### src/rtl/core/lbcm_pkg.sv
`timescale 1ns / 1ps
// ----------------------------------------------------------------------------
// lbcm_pkg: shared types and arithmetic for the lens coordinate map
// Fixed-point format, configuration and stage-to-stage structs, and the
// rounding and saturation helpers used by every pipeline section.
// ----------------------------------------------------------------------------
package lbcm_pkg;

  // Fixed-point format and map geometry
  localparam int FRAC_BITS  = 12;
  localparam int PIX_W      = 9;
  localparam int MAP_W_LOG2 = 9;
  localparam int MAP_H_LOG2 = 9;
  localparam int NRM_X_SH   = FRAC_BITS - MAP_W_LOG2;
  localparam int NRM_Y_SH   = FRAC_BITS - MAP_H_LOG2;
  localparam int NRM_X_W    = PIX_W + 1 + NRM_X_SH + 2;
  localparam int NRM_Y_W    = PIX_W + 1 + NRM_Y_SH + 2;
  localparam int CFG_AW     = 5;

  localparam logic signed [31:0] ONE  = 32'sd1 <<< FRAC_BITS;
  localparam logic signed [63:0] HALF = 64'sd1 <<< (FRAC_BITS - 1);

  // Configuration fields, already split into halves
  typedef struct packed {
    logic signed [15:0] k0;
    logic signed [15:0] k1;
    logic signed [15:0] k2;
    logic signed [15:0] k3;
    logic signed [15:0] red_scale;
    logic signed [15:0] red_slope;
    logic signed [15:0] blue_scale;
    logic signed [15:0] blue_slope;
    logic signed [15:0] shift;
    logic signed [15:0] aspect;
    logic signed [15:0] recip;
  } cfg_t;

  // Normalized position and squared radius
  typedef struct packed {
    logic signed [16:0] nx;
    logic signed [16:0] ny;
    logic signed [16:0] off;
    logic signed [20:0] r2;
  } nrm_t;

  // Position, barrel scale and per-channel chroma factors
  typedef struct packed {
    logic signed [16:0] nx;
    logic signed [16:0] ny;
    logic signed [16:0] off;
    logic signed [31:0] s;
    logic signed [31:0] c_red;
    logic signed [31:0] c_blue;
  } ply_t;

  // Result coordinates
  typedef struct packed {
    logic signed [15:0] red_u;
    logic signed [15:0] red_v;
    logic signed [15:0] blue_u;
    logic signed [15:0] blue_v;
  } res_t;

  // Round a raw product half up, drop the fraction, clamp to 32 bits
  function automatic logic signed [31:0] rnd_sat32(input logic signed [63:0] p);
    logic signed [63:0] t;
    t = (p + HALF) >>> FRAC_BITS;
    if (t[63:31] == '0 || t[63:31] == '1) begin
      rnd_sat32 = t[31:0];
    end else begin
      rnd_sat32 = t[63] ? 32'sh8000_0000 : 32'sh7fff_ffff;
    end
  endfunction

  // Clamp a 33-bit sum to 32 bits
  function automatic logic signed [31:0] sat_32(input logic signed [32:0] v);
    if (v[32] != v[31]) begin
      sat_32 = v[32] ? 32'sh8000_0000 : 32'sh7fff_ffff;
    end else begin
      sat_32 = v[31:0];
    end
  endfunction

  // Map -1..1 to 0..1 (floor halving) and clamp to 16 bits
  function automatic logic signed [15:0] out_fix(input logic signed [31:0] v);
    logic signed [32:0] t;
    logic signed [32:0] h;
    t = 33'(v) + 33'(ONE);
    h = t >>> 1;
    if (h[32:15] == '0 || h[32:15] == '1) begin
      out_fix = h[15:0];
    end else begin
      out_fix = h[32] ? 16'sh8000 : 16'sh7fff;
    end
  endfunction

endpackage

### src/rtl/core/lbcm_norm.sv
`timescale 1ns / 1ps
// ----------------------------------------------------------------------------
// lbcm_norm: pixel normalization and squared radius
// Two stages: map the pixel centre to -1..1 with aspect and lens offset,
// then square and sum the two axes.
// ----------------------------------------------------------------------------
module lbcm_norm (
  input  logic                       clk,
  input  logic                       rst_n,
  input  lbcm_pkg::cfg_t             cfg,
  input  logic                       up_vld,
  output logic                       up_rdy,
  input  logic                       eye_sel,
  input  logic [lbcm_pkg::PIX_W-1:0] pixel_x,
  input  logic [lbcm_pkg::PIX_W-1:0] pixel_y,
  output logic                       dn_vld,
  input  logic                       dn_rdy,
  output lbcm_pkg::nrm_t             dn
);

  logic [1:0] vld_r;
  logic [1:0] en;

  logic signed [lbcm_pkg::NRM_X_W-1:0] nx0;
  logic signed [lbcm_pkg::NRM_Y_W-1:0] ny0;
  logic signed [16:0]                  off_nxt;
  logic signed [17:0]                  nx_sum;
  logic signed [16:0]                  nx_nxt;
  logic signed [30:0]                  ny_prod;
  logic signed [31:0]                  ny_rnd;
  logic signed [16:0]                  ny_nxt;

  logic signed [16:0] nx_r;
  logic signed [16:0] ny_r;
  logic signed [16:0] off_r;

  logic signed [33:0] sqx_prod;
  logic signed [33:0] sqy_prod;
  logic signed [31:0] sqx;
  logic signed [31:0] sqy;
  lbcm_pkg::nrm_t     dn_nxt;
  lbcm_pkg::nrm_t     dn_r;

  // Advance a stage when it is empty or the next one advances
  always_comb begin
    en[1] = !vld_r[1] || dn_rdy;
    en[0] = !vld_r[0] || en[1];
  end

  assign up_rdy = en[0];
  assign dn_vld = vld_r[1];
  assign dn     = dn_r;

  always_ff @(posedge clk) begin
    if (!rst_n) begin
      vld_r <= '0;
    end else begin
      if (en[0]) vld_r[0] <= up_vld;
      if (en[1]) vld_r[1] <= vld_r[0];
    end
  end

  // Stage 1: pixel centre to -1..1, lens offset, vertical aspect
  always_comb begin
    nx0 = $signed({2'b00, pixel_x, 1'b1, {lbcm_pkg::NRM_X_SH{1'b0}}})
          - lbcm_pkg::NRM_X_W'(lbcm_pkg::ONE);
    ny0 = $signed({2'b00, pixel_y, 1'b1, {lbcm_pkg::NRM_Y_SH{1'b0}}})
          - lbcm_pkg::NRM_Y_W'(lbcm_pkg::ONE);
    off_nxt = eye_sel ? 17'(cfg.shift) : -17'(cfg.shift);
    nx_sum  = 18'(nx0) + 18'(off_nxt);
    nx_nxt  = nx_sum[16:0];
    ny_prod = ny0 * cfg.recip;
    ny_rnd  = lbcm_pkg::rnd_sat32(64'(ny_prod));
    ny_nxt  = ny_rnd[16:0];
  end

  always_ff @(posedge clk) begin
    if (en[0]) begin
      nx_r  <= nx_nxt;
      ny_r  <= ny_nxt;
      off_r <= off_nxt;
    end
  end

  // Stage 2: squared radius
  always_comb begin
    sqx_prod   = nx_r * nx_r;
    sqy_prod   = ny_r * ny_r;
    sqx        = lbcm_pkg::rnd_sat32(64'(sqx_prod));
    sqy        = lbcm_pkg::rnd_sat32(64'(sqy_prod));
    dn_nxt.nx  = nx_r;
    dn_nxt.ny  = ny_r;
    dn_nxt.off = off_r;
    dn_nxt.r2  = 21'(sqx + sqy);
  end

  always_ff @(posedge clk) begin
    if (en[1]) dn_r <= dn_nxt;
  end

endmodule

### config.mk
export PLATFORM = sky130hd
export DESIGN_NAME = lbcm_norm
export DESIGN_NICKNAME = d
export VERILOG_FILES = /design/src/rtl/core/lbcm_pkg.sv /design/src/rtl/core/lbcm_norm.sv
export SDC_FILE = /design/constraint.sdc
export NUM_CORES = 2
export LEC_CHECK = 0
export ABC_AREA = 1
export BUFFER_PORTS_ARGS = -buffer_cell sky130_fd_sc_hd__buf_4
export CORE_AREA = 2 2 234 236
export DETAILED_ROUTE_END_ITERATION = 10
export DIE_AREA = 0 0 236 238
export HOLD_SLACK_MARGIN = 0.02
export PLACE_DENSITY = 0.8
export SYNTH_ARGS = -nofsm -noshare
export SYNTH_HDL_FRONTEND = slang
export SYNTH_SLANG_ARGS = --single-unit
### constraint.sdc
create_clock -name clk -period 21.9 [get_ports clk]
set_input_delay 4.38 -clock clk [delete_from_list [all_inputs] [get_ports clk]]
set_output_delay 4.38 -clock clk [all_outputs]
set_load 0.005 [all_outputs]
==> impl_results.md <==
* Max-slew violations at 0
* RSZ-0062 raised after global routing: false
* Chip Height at 238 um
* Area Overhead vs Synth at 6.492%
* Cell Chain, Critical Path: buf_4 > inv_1 > nand3_2 > buf_4
* DPL Wire Length at 56.96 mm
* Crit share post-route at 42.28%
* Setup TNS at 0 ns
* Tightest Pin Transition at between 1 and 1.5 ns
* Clock sink total at 119
* Ys Warns at 0
* # IOs at between 200 and 300
* CP Buf/Inv Count at 3
* Post-Syn Area per Cell at 8.703 sq um
* TritonCTS clock tree: built
* CP peak stage delay at 0.16 ns
* Mapped Cells at about 3700
* CTS Buffer Depth at 2
* Layout cell share with drive strength beyond 1 at 5.783%
* CP most frequent cell: buf_4
* Worst Setup End Kind: primary output
* Seq/Total Area, Yosys at 11.11%
* Post-synth ARST share at 0%
* CTS resizes at 0
* Routed WL per cell at approximately 15 um
* Post-CTS Setup Inserts at 0
* Cell area after synthesis at 31970 sq um
* Gr ovfl total at 0
* First-pass DRT Iterations at 8
* Die width at about 240 um
* Initial antenna violation count at 0
* FP Rows at 85
* Max cap viols at 0
* Clk_lat worst skew at about 0.5 ns
* Fmax at approximately 110 MHz
* Crit-path leading delay family: buffers and inverters
* Commonest cells post-synth: inv_1, nand2_1, fa_1
* Via count at 22820
* Initial Utilization at 59.77%
* Global Route Usage Sum at 26.16%
* Total length of routed wires at 68.06 mm
* Status: finished, final reports clean
* Rel. slew slack at between 20% and 30%
* Hold Path Class: reg2reg
* Htree depth at 4
* Final setup violation count at 0
* Startpoint types: primary input
* CTS Root Cell: clkbuf_16
* Core Box Area at 53500 sq um
* Die Area at 56170 sq um
* Nets at 4885
* CP Class: in2out
* Count leader, synth: inv_1
* Vias in the first global route at 24800
* Largest net degree at the start of global routing at 71
* Crit Path Max Fanout at 2
* Critical path data arrival time at just under 5 ns
* Tmin final at slightly above 9 ns
* Synth Register Bits at 119
* Clock skew at 0.02530 ns
* Count of final hold-check violations at 0
* Hold-fix buffers, CTS at 0
* Unique masters post-synth at 48
* GP Congestion at 0.9060
* IO Port Bufs at 128
* Post-DR vias/cell at 5.151
* # DRC at 0
* Most used DFF post-synth: edfxtp_1
* Final ANT Viol Nets at 0
* Initial DRC count at 1365
* Top cell type's share of synthesized area at 43.08%
* Required @ worst endpoint at ~18 ns
* Global-route wire length before repair at around 120 mm
* CTS buffer count at 17
* # diodes at 0
* Post-route core utilization at 63.65%
* Top cell type by total area after synthesis: fa_1
* Number of flops mapped to enable cells by yosys at about 120
* Max stage delay cell, worst path: buf_4
* CTS clk-pin slew, worst paths at 0.06 ns
* Synth top area cells: fa_1, inv_1, edfxtp_1, ha_1, nand2_1
* FF-to-FF setup slack at 13.60 ns
* Layout fillers at 4351
stage by stage:
| step | cell area [sq um] | setup WS (ns) | std cells | hold slack (ns) |
|---|---|---|---|---|
| detailed placement | 33430 | 12.24 | 4399 | 0.4045 |
| finish | 34050 | 12.64 | 4431 | 0.4206 |
| global placement | 33430 | 12.31 | 4399 | 0.4022 |
| floorplan | 32000 | 11.95 | 3680 | 0.4003 |
| global route | 34050 | 12.41 | 4431 | 0.4244 |
| CTS | 34050 | 12.64 | 4431 | 0.4210 |
cells by family (layout without fill, tap and decap cells):
group,count (synthesis),in the layout,share of synthesized area (%)
adder cells (fa/ha/maj),964,964,53.88
buffers and inverters,1214,1269,14.40
AND/OR/NAND/NOR,997,997,12.64
AO/OA/AOI/OAI,248,248,4.348
flip-flops,119,119,11.11
other,1,7,0.01173
XOR/XNOR,131,131,3.612
metal layers:
metal  global-route usage [%]  vias to the layer above  part of all wire (%)  wire, um
met5                        0                        -                     0         0
met4                    9.149                        0                   2.8      1888
met3                    4.292                      128                   6.0      4108
met2                    45.33                      682                    50     34150
met1                    33.50                    11250                    41     27910
li1                         -                    10760                     -         -
state kept, by name (all words and copies together), names as in the netlist:
register  count
dn           69
off_r        14
vld_r         2
ny_r         17
nx_r         17
placed cells by master, fill, tap and decap left out, drive strengths merged, types with 2 or more instances in the layout:
| master | netlist | final |
|---|---|---|
| a31oi | 6 | 6 |
| o21a | 5 | 5 |
| dfxtp | 2 | 2 |
| clkbuf | 98 | 18 |
| o211ai | 6 | 6 |
| nand3 | 49 | 49 |
| nor4 | 11 | 11 |
| ha | 276 | 276 |
| xnor2 | 48 | 48 |
| and3 | 3 | 3 |
| a211oi | 4 | 4 |
| nand3b | 5 | 5 |
| o21bai | 6 | 6 |
| buf | 15 | 136 |
| conb | 1 | 7 |
| fa | 688 | 688 |
| o21ai | 72 | 72 |
| nor3 | 13 | 13 |
| o2111ai | 3 | 3 |
| or2 | 21 | 21 |
| a21o | 13 | 13 |
| xor2 | 83 | 83 |
| nor2 | 155 | 155 |
| edfxtp | 117 | 117 |
| nand4 | 16 | 16 |
| bufinv | 0 | 3 |
| inv | 1101 | 1106 |
| a21boi | 4 | 4 |
| nand2 | 722 | 722 |
| o31ai | 3 | 3 |
| clkinv | 0 | 5 |
| a21oi | 124 | 124 |
path summary, 6_finish.rpt:
| kind | start | endpoint | cells after the start |
|---|---|---|---|
| max | dn_rdy | up_rdy | 4 |
| min | off_r[4]$_DFFE_PP_ | dn[25]$_DFFE_PP_ | 0 |
| max reg2reg | nx_r[2]$_DFFE_PP_ | dn[17]$_DFFE_PP_ | 27 |
| min reg2reg | off_r[4]$_DFFE_PP_ | dn[25]$_DFFE_PP_ | 0 |
cell type report:
cell class | count | area [sq um] | area share, %
multi-input combinational | 2347 | 23850 | 70.05
inverter | 1101 | 4133 | 12.14
sequential | 119 | 3553 | 10.44
timing repair buffer | 136 | 1021 | 2.998
tap | 696 | 870.8 | 2.558
clock buffer | 18 | 429.2 | 1.260
clock inverter | 14 | 190.2 | 0.5585
Power is not shown: default switching activity piles up to over one toggle a cycle in this logic, so the estimate is an artifact.
